<file path="src/hw/rtl/bpu_pkg.sv">
// bpu_pkg: shared types and constants of the bmp pixel unpacker
`timescale 1ns / 1ps
package bpu_pkg;

  // clamp limits of the image geometry
  localparam int MAX_WIDTH  = 4096;
  localparam int MAX_HEIGHT = 4096;

  localparam int DIM_W   = 13;  // width, height, column and row counters
  localparam int BIR_W   = 14;  // byte position inside a source row
  localparam int LEN_W   = BIR_W + 1;
  localparam int COORD_W = 12;  // output column and row
  localparam int NPIX_W  = 4;   // pixels carried by one queue entry, 1 to 8
  localparam int K_W     = 3;   // pixel index inside an entry

  localparam int FIFO_DEPTH = 4;
  localparam int FIFO_AW    = 2;
  localparam int LVL_W      = 3;

  localparam logic [23:0] RGB_WHITE = 24'hff_ffff;
  localparam logic [23:0] RGB_BLACK = 24'h00_0000;
  localparam logic [7:0]  ALPHA_OPAQUE = 8'hff;

  typedef enum logic [1:0] {
    KIND_PALETTE = 2'd0,
    KIND_DATA    = 2'd1,
    KIND_START   = 2'd2,
    KIND_NONE    = 2'd3
  } bpu_kind_e;

  typedef enum logic [2:0] {
    MODE_1BPP  = 3'd0,
    MODE_4BPP  = 3'd1,
    MODE_8BPP  = 3'd2,
    MODE_24BPP = 3'd3,
    MODE_32BPP = 3'd4
  } bpu_mode_e;

  typedef enum logic [1:0] {
    CFG_DEPTH_MODE = 2'd0,
    CFG_WIDTH      = 2'd1,
    CFG_HEIGHT     = 2'd2
  } bpu_cfg_e;

  // one decoded data byte: up to eight pixels on consecutive columns
  typedef struct packed {
    logic                mono;      // pixels come from the bits of mono_bits
    logic [7:0]          mono_bits;
    logic [23:0]         color0;
    logic [23:0]         color1;
    logic [COORD_W-1:0]  column;    // column of the first pixel
    logic [COORD_W-1:0]  row;
    logic [NPIX_W-1:0]   npix;
    logic                done;      // last pixel of the entry ends the image
  } bpu_entry_t;

  typedef struct packed {
    logic       valid;
    bpu_entry_t entry;
  } bpu_push_t;

endpackage

</file>
<file path="src/hw/rtl/bpu_fifo.sv">
// bpu_fifo: short queue of decoded byte entries between front and back
`timescale 1ns / 1ps
module bpu_fifo (
  input  logic                      clk_i,
  input  logic                      rst_ni,
  input  bpu_pkg::bpu_push_t        push_i,
  input  logic                      pop_i,
  output bpu_pkg::bpu_entry_t       head_o,
  output logic                      not_empty_o,
  output logic [bpu_pkg::LVL_W-1:0] level_o
);
  import bpu_pkg::*;

  bpu_entry_t         mem_q [FIFO_DEPTH];
  logic [FIFO_AW-1:0] wr_q, rd_q;
  logic [LVL_W-1:0]   cnt_q;
  logic               do_pop;

  assign not_empty_o = cnt_q != '0;
  assign level_o     = cnt_q;
  assign head_o      = mem_q[rd_q];
  assign do_pop      = pop_i && not_empty_o;

  always_ff @(posedge clk_i or negedge rst_ni) begin
    if (!rst_ni) begin
      wr_q  <= '0;
      rd_q  <= '0;
      cnt_q <= '0;
    end else begin
      if (push_i.valid) begin
        wr_q <= wr_q + FIFO_AW'(1);
      end
      if (do_pop) begin
        rd_q <= rd_q + FIFO_AW'(1);
      end
      cnt_q <= cnt_q + LVL_W'(push_i.valid) - LVL_W'(do_pop);
    end
  end

  always_ff @(posedge clk_i) begin
    if (push_i.valid) begin
      mem_q[wr_q] <= push_i.entry;
    end
  end

endmodule

</file>
<file path="config.mk">
export PLATFORM = sky130hd
export DESIGN_NAME = bpu_fifo
export DESIGN_NICKNAME = d
export VERILOG_FILES = /design/src/hw/rtl/bpu_pkg.sv /design/src/hw/rtl/bpu_fifo.sv
export SDC_FILE = /design/constraint.sdc
export NUM_CORES = 1
export LEC_CHECK = 0
export ABC_CLOCK_PERIOD_IN_PS = 3600
export BUFFER_PORTS_ARGS = -buffer_cell sky130_fd_sc_hd__clkbuf_2
export CORE_MARGIN = 2
export CORE_UTILIZATION = 25
export CTS_CLUSTER_DIAMETER = 50
export DETAILED_ROUTE_END_ITERATION = 12
export PLACE_DENSITY = 0.38
export SLEW_MARGIN = 20
export SYNTH_ARGS = -nofsm -noshare
export SYNTH_HDL_FRONTEND = slang
export SYNTH_SLANG_ARGS = --single-unit
</file>
<file path="constraint.sdc">
create_clock -name clk_i -period 3.6 [get_ports clk_i]
set_input_delay 0.54 -clock clk_i [delete_from_list [all_inputs] [get_ports clk_i]]
set_output_delay 0.54 -clock clk_i [all_outputs]
set_load 0.02 [all_outputs]
</file>
==> out/qor.yml <==
drtPass1Iterations: 4
crit_end: "head_o[55]"
grt_pass1_wl_um: 41400
tightest_slew_ns: 0.745
fin_worst_skew_ns: 0.0112
tns_ns: 0
synthesis.area_sq_um: 12800
final.min_clock_period_ns: 2.97
antenna_cells: 0
post-route-period-util: 0.824
dieArea_sq_um: 53000
crit_path_end_kind: "output pin"
synth.area.top_cells: "edfxtp_1, mux4_2, dfrtp_1"
fmax_ghz: 0.337
final-hold-violation-count: 0
cp_data_arrival_time_ns: 2.43
drc: 0
yosys.area.top_type: "edfxtp_1"
cts_inserted_buffers: 43
setup_viol: 0
synth_cell_type_count: 20
antenna_found_initial: 0
h-tree-depth: 2
crit_cells: 3
hpwl_um: 16200
critPathLaunchType: "flop"
rsz0062_at_grt: "no"
rr_worst_depth: 7
required_ns: 3.06
grt_max_degree: 48
synthCells: 484
core-area_sq_um: 50400
holdCritPathClass: "in -> reg"
ff2ff_setup_slack_ns: 1.54
start_util: 0.254
critPathBufInv: 2
crit_family: "flip-flops"
slew_headroom: 0.503
dpl_cell_area_sq_um: 14600
drt_iter0_drc: 300
die_w_um: 230
slew_violations: 0
wire_per_inst_um: 19.5
fillers: 4803
clock_path_buffers: 3
ios: 180
area_growth_pct: 24.8
worstSkewPairLatency_ns: 0.54
yosysTopAreaCellShare: 0.807
drive_gt1_frac: 0.474
finish.utilization: 0.317
die_h_um: 230
slowest_stage: "dfrtp_4"
io_buffers: 179
cp_max_fo: 24
synth_seq_cells: 351
design_area_sq_um: 16000
synth.avg_cell_area_sq_um: 26.5
powerDensity_nw_per_um2: 872
startpoint: "rd_q[0]"
rows: 82
leakage_nw: 5.42
rr_endpoint: "level_o[2]"
cp_cell_sequence: "buf_12 > mux4_2 > clkbuf_2"
clock_sinks: 351
synth.yosys.seq_area_share: 0.820
syn_nets: 581
drtAntennaViolNets: 0
yosysWarnings: 0
ir_worst_vdd_v: 0.000390
design.final.nets: 798
max_stage_delay_ns: 0.80
post_cts_resized: 0
reg2reg_from: "level_o[1]"
gr-total-overflow: 0
via_per_inst: 4.12
grt_pass1_vias: 6609
grt_usage: 0.105
cts_root_buffer: "clkbuf_16"
finalWeightedCongestion: 0.669
status: "finished, final reports clean"
vias: 5787
crit_type: "reg -> out"
drt_wl_total_um: 27500
cts_tree: "done"
maxCapViolations: 0
clk_pin_slew_worst_paths_ns: 0.06
## power by group
part           internal, mW  switching, mW  total, mW  leakage (nW)
clock network          2.51           1.64       4.15         0.681
registers              5.35          0.292       5.64          3.24
logic                  1.67           2.47       4.14          1.50
total                  9.53           4.40       13.9          5.42
## cell families (layout without fill, tap and decap cells)
logic type,Yosys count,count (layout),share of synthesized area
AO/OA/AOI/OAI,3,3,0.00176
flip-flops,351,351,0.820
XOR/XNOR,5,5,0.00342
buffers and inverters,26,276,0.0129
AND/OR/NAND/NOR,6,6,0.00274
multiplexers,86,86,0.151
adder cells (fa/ha/maj),7,7,0.00743
## routing by layer
metal / share of wire / track usage / vias up
met5: 0 / 0 / -
met4: 0.020 / 0.0349 / 0
met3: 0.058 / 0.0344 / 34
met2: 0.52 / 0.183 / 140
met1: 0.41 / 0.122 / 3088
li1: - / - / 2525
## per-stage QoR
stage	power (mW)	hold WS, ns	instances	setup WS [ns]
after floorplan	8.53	0.244	484	0.528
after global placement	10.0	0.392	1327	1.13
after detailed placement	10.1	0.393	1327	1.11
after CTS	14.3	0.160	1406	0.491
after global routing	14.7	0.173	1406	0.446
final	13.9	0.210	1406	0.633
## cells in the mapped netlist
library cell    n
edfxtp_1      344
mux4_2         86
buf_2           8
dfrtp_1         7
ha_1            6
inv_1           6
and2_1          4
buf_4           4
clkbuf_1        4
xnor2_1         3
buf_6           2
xor2_1          2
buf_12          1
buf_8           1
fa_1            1
nand2_1         1
o21ai_0         1
o311ai_0        1
o31a_1          1
or3_1           1
## placed cells by master, fill, tap and decap left out
cell type and instances:
edfxtp_1 344, clkbuf_2 179, mux4_2 86, clkbuf_16 45, clkinv_2 10, clkbuf_1 7, buf_12 7, inv_1 6
ha_1 6, clkinv_1 6, dfrtp_1 5, buf_4 5, and2_4 4, xnor2_1 3, inv_8 3, bufinv_16 3
xor2_1 2, inv_6 2, clkinvlp_4 2, dfrtp_4 2, o31a_1 1, or3_1 1, nand2_1 1, o21ai_0 1
o311ai_0 1, fa_1 1, dlygate4sd3_1 1
## worst min path at each step
stage,from,to,slack [ns],cells past startpoint
floorplan,rst_ni,level_o[0],0.24,0
global placement,rst_ni,level_o[2],0.39,1
detailed placement,rst_ni,level_o[2],0.39,1
CTS,push_i[32],mem_q[3][32],0.16,1
global route,push_i[35],mem_q[3][35],0.17,1
finish,push_i[32],mem_q[3][32],0.21,1
## repair_timing
item / CTS / global route
endpoints found under the hold margin: 7 / 0
hold buffers: 1 / 0
buffers inserted: 0 / 0
## cell type report
| type | count | area [sq um] | share of cell area |
|---|---|---|---|
| clock inverter | 26 | 229 | 0.0143 |
| inverter | 6 | 22.5 | 0.00141 |
| sequential | 351 | 10500 | 0.658 |
| multi-input combinational | 107 | 2140 | 0.134 |
| tap | 672 | 841 | 0.0526 |
| timing repair buffer | 192 | 1080 | 0.0678 |
| clock buffer | 52 | 1150 | 0.0721 |
## flip-flops by register name, summed over array words and instances, names as in the netlist
register  cells
rd_q          2
wr_q          2
mem_q       344
level_o       3
Power figures use the tool's default switching activity.
