==> config.mk <==
export PLATFORM = sky130hd
export DESIGN_NAME = bpu_back_flat
export DESIGN_NICKNAME = d
export VERILOG_FILES = /design/src/hw/rtl/bpu_pkg.sv /design/src/hw/rtl/bpu_out_if.sv /design/src/hw/rtl/bpu_back.sv /design/src/flat_wrapper.sv
export SDC_FILE = /design/constraint.sdc
export NUM_CORES = 1
export LEC_CHECK = 0
export ABC_CLOCK_PERIOD_IN_PS = 5300
export BUFFER_PORTS_ARGS = -buffer_cell sky130_fd_sc_hd__buf_4
export CORE_UTILIZATION = 45
export CTS_CLUSTER_DIAMETER = 120
export DETAILED_ROUTE_END_ITERATION = 6
export PLACE_DENSITY = 0.82
export SLEW_MARGIN = 30
export SYNTH_ARGS = -nofsm -noshare
export SYNTH_HDL_FRONTEND = slang
export SYNTH_SLANG_ARGS = --single-unit
==> constraint.sdc <==
create_clock -name clk_i -period 5.3 [get_ports clk_i]
set_input_delay 0 -clock clk_i [delete_from_list [all_inputs] [get_ports clk_i]]
set_output_delay 0 -clock clk_i [all_outputs]
set_load 0.01 [all_outputs]
==> src/hw/rtl/bpu_pkg.sv <==
// bpu_pkg: shared types and constants of the bmp pixel unpacker
`timescale 1ns / 1ps
package bpu_pkg;

  // clamp limits of the image geometry
  localparam int MAX_WIDTH  = 4096;
  localparam int MAX_HEIGHT = 4096;

  localparam int DIM_W   = 13;  // width, height, column and row counters
  localparam int BIR_W   = 14;  // byte position inside a source row
  localparam int LEN_W   = BIR_W + 1;
  localparam int COORD_W = 12;  // output column and row
  localparam int NPIX_W  = 4;   // pixels carried by one queue entry, 1 to 8
  localparam int K_W     = 3;   // pixel index inside an entry

  localparam int FIFO_DEPTH = 4;
  localparam int FIFO_AW    = 2;
  localparam int LVL_W      = 3;

  localparam logic [23:0] RGB_WHITE = 24'hff_ffff;
  localparam logic [23:0] RGB_BLACK = 24'h00_0000;
  localparam logic [7:0]  ALPHA_OPAQUE = 8'hff;

  typedef enum logic [1:0] {
    KIND_PALETTE = 2'd0,
    KIND_DATA    = 2'd1,
    KIND_START   = 2'd2,
    KIND_NONE    = 2'd3
  } bpu_kind_e;

  typedef enum logic [2:0] {
    MODE_1BPP  = 3'd0,
    MODE_4BPP  = 3'd1,
    MODE_8BPP  = 3'd2,
    MODE_24BPP = 3'd3,
    MODE_32BPP = 3'd4
  } bpu_mode_e;

  typedef enum logic [1:0] {
    CFG_DEPTH_MODE = 2'd0,
    CFG_WIDTH      = 2'd1,
    CFG_HEIGHT     = 2'd2
  } bpu_cfg_e;

  // one decoded data byte: up to eight pixels on consecutive columns
  typedef struct packed {
    logic                mono;      // pixels come from the bits of mono_bits
    logic [7:0]          mono_bits;
    logic [23:0]         color0;
    logic [23:0]         color1;
    logic [COORD_W-1:0]  column;    // column of the first pixel
    logic [COORD_W-1:0]  row;
    logic [NPIX_W-1:0]   npix;
    logic                done;      // last pixel of the entry ends the image
  } bpu_entry_t;

  typedef struct packed {
    logic       valid;
    bpu_entry_t entry;
  } bpu_push_t;

endpackage

==> src/hw/rtl/bpu_out_if.sv <==
// bpu_out_if: output channel carrying decoded rgba pixels
`timescale 1ns / 1ps
interface bpu_out_if;
  logic        valid;
  logic        ready;
  logic [7:0]  pixel_red;
  logic [7:0]  pixel_green;
  logic [7:0]  pixel_blue;
  logic [7:0]  pixel_alpha;
  logic [11:0] pixel_column;
  logic [11:0] pixel_row;
  logic        last_of_run;
  logic        image_done;

  modport source (
    output valid, pixel_red, pixel_green, pixel_blue, pixel_alpha, pixel_column,
           pixel_row, last_of_run, image_done,
    input  ready
  );
  modport sink (
    input  valid, pixel_red, pixel_green, pixel_blue, pixel_alpha, pixel_column,
           pixel_row, last_of_run, image_done,
    output ready
  );
endinterface

==> src/hw/rtl/bpu_back.sv <==
// bpu_back: expands queue entries into one pixel per beat behind an output register
`timescale 1ns / 1ps
module bpu_back (
  input  logic                clk_i,
  input  logic                rst_ni,
  input  bpu_pkg::bpu_entry_t head_i,
  input  logic                not_empty_i,
  output logic                pop_o,
  bpu_out_if.source           out_if
);
  import bpu_pkg::*;

  logic [K_W-1:0] k_q, k_d;
  logic           vld_q, vld_d;
  logic [23:0]    rgb_q;
  logic [COORD_W-1:0] col_q, row_q;
  logic           last_q, done_q;

  logic           load, take, last_pix;
  logic [23:0]    rgb_c;

  assign load     = !vld_q || out_if.ready;
  assign take     = load && not_empty_i;
  assign last_pix = (NPIX_W'(k_q) + NPIX_W'(1)) == head_i.npix;
  assign pop_o    = take && last_pix;

  always_comb begin
    if (head_i.mono) begin
      rgb_c = head_i.mono_bits[K_W'(7) - k_q] ? RGB_WHITE : RGB_BLACK;
    end else if (k_q == '0) begin
      rgb_c = head_i.color0;
    end else begin
      rgb_c = head_i.color1;
    end
    vld_d = load ? not_empty_i : vld_q;
    k_d   = k_q;
    if (take) begin
      k_d = last_pix ? '0 : k_q + K_W'(1);
    end
  end

  always_ff @(posedge clk_i or negedge rst_ni) begin
    if (!rst_ni) begin
      vld_q <= 1'b0;
      k_q   <= '0;
    end else begin
      vld_q <= vld_d;
      k_q   <= k_d;
    end
  end

  always_ff @(posedge clk_i) begin
    if (take) begin
      rgb_q  <= rgb_c;
      col_q  <= head_i.column + COORD_W'(k_q);
      row_q  <= head_i.row;
      last_q <= last_pix;
      done_q <= last_pix && head_i.done;
    end
  end

  assign out_if.valid        = vld_q;
  assign out_if.pixel_red    = rgb_q[23:16];
  assign out_if.pixel_green  = rgb_q[15:8];
  assign out_if.pixel_blue   = rgb_q[7:0];
  assign out_if.pixel_alpha  = ALPHA_OPAQUE;
  assign out_if.pixel_column = col_q;
  assign out_if.pixel_row    = row_q;
  assign out_if.last_of_run  = last_q;
  assign out_if.image_done   = done_q;

endmodule

==> src/flat_wrapper.sv <==
// flat-port wrapper written by rule: the top's interface ports become plain ports
module bpu_back_flat import bpu_pkg::*;
  (clk_i, rst_ni, head_i, not_empty_i, pop_o, out_if_valid, out_if_pixel_red, out_if_pixel_green, out_if_pixel_blue, out_if_pixel_alpha, out_if_pixel_column, out_if_pixel_row, out_if_last_of_run, out_if_image_done, out_if_ready);
  bpu_out_if out_if_i ();
  input  logic clk_i;
  input  logic rst_ni;
  input  bpu_pkg::bpu_entry_t head_i;
  input  logic not_empty_i;
  output logic pop_o;
  output wire logic [$bits(out_if_i.valid)-1:0] out_if_valid;
  output wire logic [$bits(out_if_i.pixel_red)-1:0] out_if_pixel_red;
  output wire logic [$bits(out_if_i.pixel_green)-1:0] out_if_pixel_green;
  output wire logic [$bits(out_if_i.pixel_blue)-1:0] out_if_pixel_blue;
  output wire logic [$bits(out_if_i.pixel_alpha)-1:0] out_if_pixel_alpha;
  output wire logic [$bits(out_if_i.pixel_column)-1:0] out_if_pixel_column;
  output wire logic [$bits(out_if_i.pixel_row)-1:0] out_if_pixel_row;
  output wire logic [$bits(out_if_i.last_of_run)-1:0] out_if_last_of_run;
  output wire logic [$bits(out_if_i.image_done)-1:0] out_if_image_done;
  input wire logic [$bits(out_if_i.ready)-1:0] out_if_ready;
  assign out_if_valid = out_if_i.valid;
  assign out_if_pixel_red = out_if_i.pixel_red;
  assign out_if_pixel_green = out_if_i.pixel_green;
  assign out_if_pixel_blue = out_if_i.pixel_blue;
  assign out_if_pixel_alpha = out_if_i.pixel_alpha;
  assign out_if_pixel_column = out_if_i.pixel_column;
  assign out_if_pixel_row = out_if_i.pixel_row;
  assign out_if_last_of_run = out_if_i.last_of_run;
  assign out_if_image_done = out_if_i.image_done;
  assign out_if_i.ready = out_if_ready;
  bpu_back u_core (.clk_i(clk_i), .rst_ni(rst_ni), .head_i(head_i), .not_empty_i(not_empty_i), .pop_o(pop_o), .out_if(out_if_i));
endmodule
==> qor.txt <==
CLOCKING
--------------------------------------------------------------------------------
Clock buffers created by TritonCTS                                             5
# H-tree levels                                                                2
CTS Root Cell                                                       sky130_fd_sc_hd__clkbuf_8
Worst-path clk slew                                                      0.10 ns
Post-cts gate resize count                                                     0
Number of buffers added for setup after CTS                                    0
Clock tree sinks                                                              54
Hold buffers post-CTS                                                         17
CTS tree                                                                    done
Worst-Skew Late Latency                                                  0.30 ns
Max Root-Sink Buffers                                                          2

FINISH
--------------------------------------------------------------------------------
Layout overhead on the synthesized area                                    51.0%
# nets final                                                                 438
Count of filler cells inserted in the layout                                 386
Share of layout cells above drive strength 1                               0.455
Footprint of the multi-input gates                                       912 um2
Register area                                                        0.00160 mm2
Fin cells                                                                    415
Number of diodes                                                               0

ROUTE
--------------------------------------------------------------------------------
Amount of wire on met3 after detailed routing                             485 um
Number of DRC markers after the initial detailed-route iteration             118
Detailed-route DRC error count                                                 0
Post-detailed-routing wire length                                        6.45 mm
Total via count in the routed design                                        2073
Wire length on met2                                                      3.47 mm
Uppermost metal layer occupied by signal nets                               met4
Via/cell ratio                                                              5.00
Post-route met1 wirelength                                               2.39 mm
Count of nets left with antenna violations after detail routing                0
DR WL/cell                                                               15.5 um
DRT Pass-1 Iters                                                               4

SYNTH
--------------------------------------------------------------------------------
Post-synthesis cell type with the largest combined area             sky130_fd_sc_hd__edfxtp_1
Synthesized area per cell                                               14.1 um2
Post-synthesis async set-or-reset flop share                              0.0741
Count of flip-flops with a built-in enable after synthesis                    50
Cell variety after synth                                                      33
Cell types with the largest area share after synthesis              sky130_fd_sc_hd__edfxtp_1, sky130_fd_sc_hd__mux2i_1, sky130_fd_sc_hd__dfrtp_1
Sequential area share after synthesis                                      0.612
Gate count after technology mapping                                          185
Yosys synthesis warning count                                                  0
Top FF cell, synth                                                  sky130_fd_sc_hd__edfxtp_1
FF+latch count, synth                                                         54
Synth top area share                                                       0.574
Summed instance area of the synthesized netlist                      0.00262 mm2

SETUP PATH
--------------------------------------------------------------------------------
Element type at the critical path end                               primary output
Worst setup SP type                                                     register
WP data required                                                         5.30 ns
Type of the worst setup path                                        register to primary output
Data arrival time at the worst-slack endpoint                            2.35 ns
Largest fanout of any net on the critical path                                 9

TIMING
--------------------------------------------------------------------------------
Fin Setup TNS                                                               0 ns
Transition time of the tightest slew-check pin                          0.847 ns
Number of hold violations in the final report                                  0
Top achievable clock speed                                               426 MHz
Hold WS                                                                0.0192 ns
Final worst path period need                                             2.35 ns
Max Transition Viols Final                                                     0
Worst relative slew slack                                                  0.434
Final cycle utilization of the critical path                               0.443
Setup repair after global routing missed its margin                           no
Final setup viols                                                              0
Post-route clock skew                                                 0.00518 ns

GRT
--------------------------------------------------------------------------------
Maximum number of pins on one net before global-route repair                  55
Number of antenna violations at the first check in global routing              0
Overflow after GRT                                                             0
Tot GR Track Use                                                           0.210
Global-route wire length before repair                                   9.67 mm
Via count of the first global-routing pass                                  2041

FLOORPLANNING
--------------------------------------------------------------------------------
Die ar.                                                              0.00612 mm2
Starting density of the core                                               0.472
Number of rows in the core area                                               27
Die height                                                               78.2 um
Horiz. Die Dim                                                           78.2 um
I/O pin count                                                                150
Area of the core                                                     0.00554 mm2

STATUS
--------------------------------------------------------------------------------
Status                                                              finished clean

POWER AND IR DROP
--------------------------------------------------------------------------------
PD cells                                                              336 mW/mm2
Sum of internal, switching and leakage power                             1.33 mW
Standby leakage power                                                    1.68 nW
Largest vdd supply drop                                                 0.179 mV

RUN
--------------------------------------------------------------------------------
Max-cap check violation count                                                  0

PLACE
--------------------------------------------------------------------------------
IO Port Bufs                                                                 141
Final HPWL from detailed placement                                       4.56 mm
Placer Congestion                                                          0.843
Total placed cells including tap cells                                       389

WORST HOLD PATH
--------------------------------------------------------------------------------
HP Class                                                            primary input to register

[registers in the layout, summed over array words and instances, names as in the netlist]
name,count
u_core.out_if.pixel_row,12
u_core.rgb_q,24
u_core.k_q,3
u_core.out_if.valid,1
u_core.out_if.pixel_column,12
u_core.out_if.image_done,1
u_core.out_if.last_of_run,1
[report_power, final]
part / switching, mW / internal [mW]
sequential: 0.0471 / 0.564
clock: 0.134 / 0.0909
combinational: 0.238 / 0.251
[path summary, 6_finish.rpt]
kind | from | to | slack [ns] | depth (start not counted)
max | u_core.k_q[0] | pop_o | 2.95 | 6
min | head_i[27] | u_core.out_if.pixel_column[10] | 0.02 | 2
max reg2reg | u_core.k_q[0] | u_core.rgb_q[15] | 3.06 | 3
min reg2reg | u_core.k_q[0] | u_core.k_q[0] | 0.77 | 2
max in group asynchronous | rst_ni | u_core.k_q[1] | 5.17 | 2
min in group asynchronous | rst_ni | u_core.k_q[2] | 0.03 | 2
[cells in the final DEF, fill, tap and decap left out]
cell / count
sky130_fd_sc_hd__nor2b_4: 1
sky130_fd_sc_hd__buf_4: 141
sky130_fd_sc_hd__nand2b_1: 3
sky130_fd_sc_hd__a21o_1: 2
sky130_fd_sc_hd__clkinvlp_4: 1
sky130_fd_sc_hd__mux2i_1: 27
sky130_fd_sc_hd__dfrtp_1: 4
sky130_fd_sc_hd__nor2_1: 5
sky130_fd_sc_hd__mux4_2: 1
sky130_fd_sc_hd__a211o_2: 1
sky130_fd_sc_hd__ha_1: 5
sky130_fd_sc_hd__inv_4: 1
sky130_fd_sc_hd__fa_1: 1
sky130_fd_sc_hd__nand2_1: 3
sky130_fd_sc_hd__nand3_1: 5
sky130_fd_sc_hd__clkinv_2: 1
sky130_fd_sc_hd__inv_1: 4
sky130_fd_sc_hd__conb_1: 8
sky130_fd_sc_hd__xor3_1: 1
sky130_fd_sc_hd__o2111ai_4: 1
sky130_fd_sc_hd__and3_1: 1
sky130_fd_sc_hd__and2_1: 2
sky130_fd_sc_hd__clkinv_1: 1
sky130_fd_sc_hd__clkbuf_8: 5
sky130_fd_sc_hd__edfxtp_1: 50
sky130_fd_sc_hd__and4_1: 1
sky130_fd_sc_hd__nor3_1: 2
sky130_fd_sc_hd__a21oi_1: 2
sky130_fd_sc_hd__dlygate4sd3_1: 18
sky130_fd_sc_hd__xor2_1: 7
sky130_fd_sc_hd__o21ai_1: 7
sky130_fd_sc_hd__xnor2_1: 6
sky130_fd_sc_hd__nand4_1: 5
sky130_fd_sc_hd__a32o_1: 1
sky130_fd_sc_hd__o21ai_0: 16
sky130_fd_sc_hd__o21ai_2: 3
[through the flow]
stage	area (um2)	utilization	setup WS (ns)
2_1_floorplan	2640	-	3.25
3_3_place_gp	3680	0.664	3.12
3_5_place_dp	3680	0.665	3.02
4_1_cts	3940	0.711	2.96
5_1_grt	3950	0.713	2.80
6_report	3950	0.713	2.95
[cell usage after synthesis, types with 2 or more instances]
cell,number
sky130_fd_sc_hd__nand2_1,3
sky130_fd_sc_hd__nand3_1,5
sky130_fd_sc_hd__nor3_1,2
sky130_fd_sc_hd__mux2i_1,27
sky130_fd_sc_hd__nand2b_1,3
sky130_fd_sc_hd__xnor2_1,6
sky130_fd_sc_hd__a21oi_1,2
sky130_fd_sc_hd__inv_1,5
sky130_fd_sc_hd__a21o_1,2
sky130_fd_sc_hd__buf_4,8
sky130_fd_sc_hd__buf_6,3
sky130_fd_sc_hd__edfxtp_1,50
sky130_fd_sc_hd__clkbuf_1,2
sky130_fd_sc_hd__ha_1,5
sky130_fd_sc_hd__o21ai_1,7
sky130_fd_sc_hd__dfrtp_1,4
sky130_fd_sc_hd__nor2_1,5
sky130_fd_sc_hd__nand4_1,5
sky130_fd_sc_hd__xor2_1,7
sky130_fd_sc_hd__buf_2,3
sky130_fd_sc_hd__and2_1,2
sky130_fd_sc_hd__o21ai_0,16
sky130_fd_sc_hd__o21ai_2,3
[layout make-up]
cell class / instances / share of cell area
sequential: 54 / 0.406
timing repair buffer: 159 / 0.314
multi-input combinational: 117 / 0.231
tap: 72 / 0.0228
clock buffer: 5 / 0.0174
inverter: 5 / 0.00539
clock inverter: 3 / 0.00412
[worst max-delay path, stage by stage, from the launching register on]
cell,delay [ns]
sky130_fd_sc_hd__dfrtp_1,0.57
sky130_fd_sc_hd__ha_1,0.27
sky130_fd_sc_hd__xor3_1,0.42
sky130_fd_sc_hd__nor3_1,0.31
sky130_fd_sc_hd__and2_1,0.23
sky130_fd_sc_hd__and2_1,0.13
sky130_fd_sc_hd__buf_4,0.11
[layer usage]
layer  track usage  vias to the layer above
met3        0.0535                        9
met1         0.227                      963
li1              -                      988
met2         0.397                      113
met5             0                        -
met4        0.0648                        0
[cells by family after synthesis]
logic type                 after synthesis  synth area share
other                                    1           0.00143
buffers and inverters                   21            0.0517
and+or+nand+nor                         28            0.0569
adders and majority gates                6            0.0316
muxes                                   28             0.112
AOI/OAI and AO/OA                       33            0.0813
DFF                                     54             0.612
xor gates and xnor gates                14            0.0526
Power figures use the tool's default switching activity.
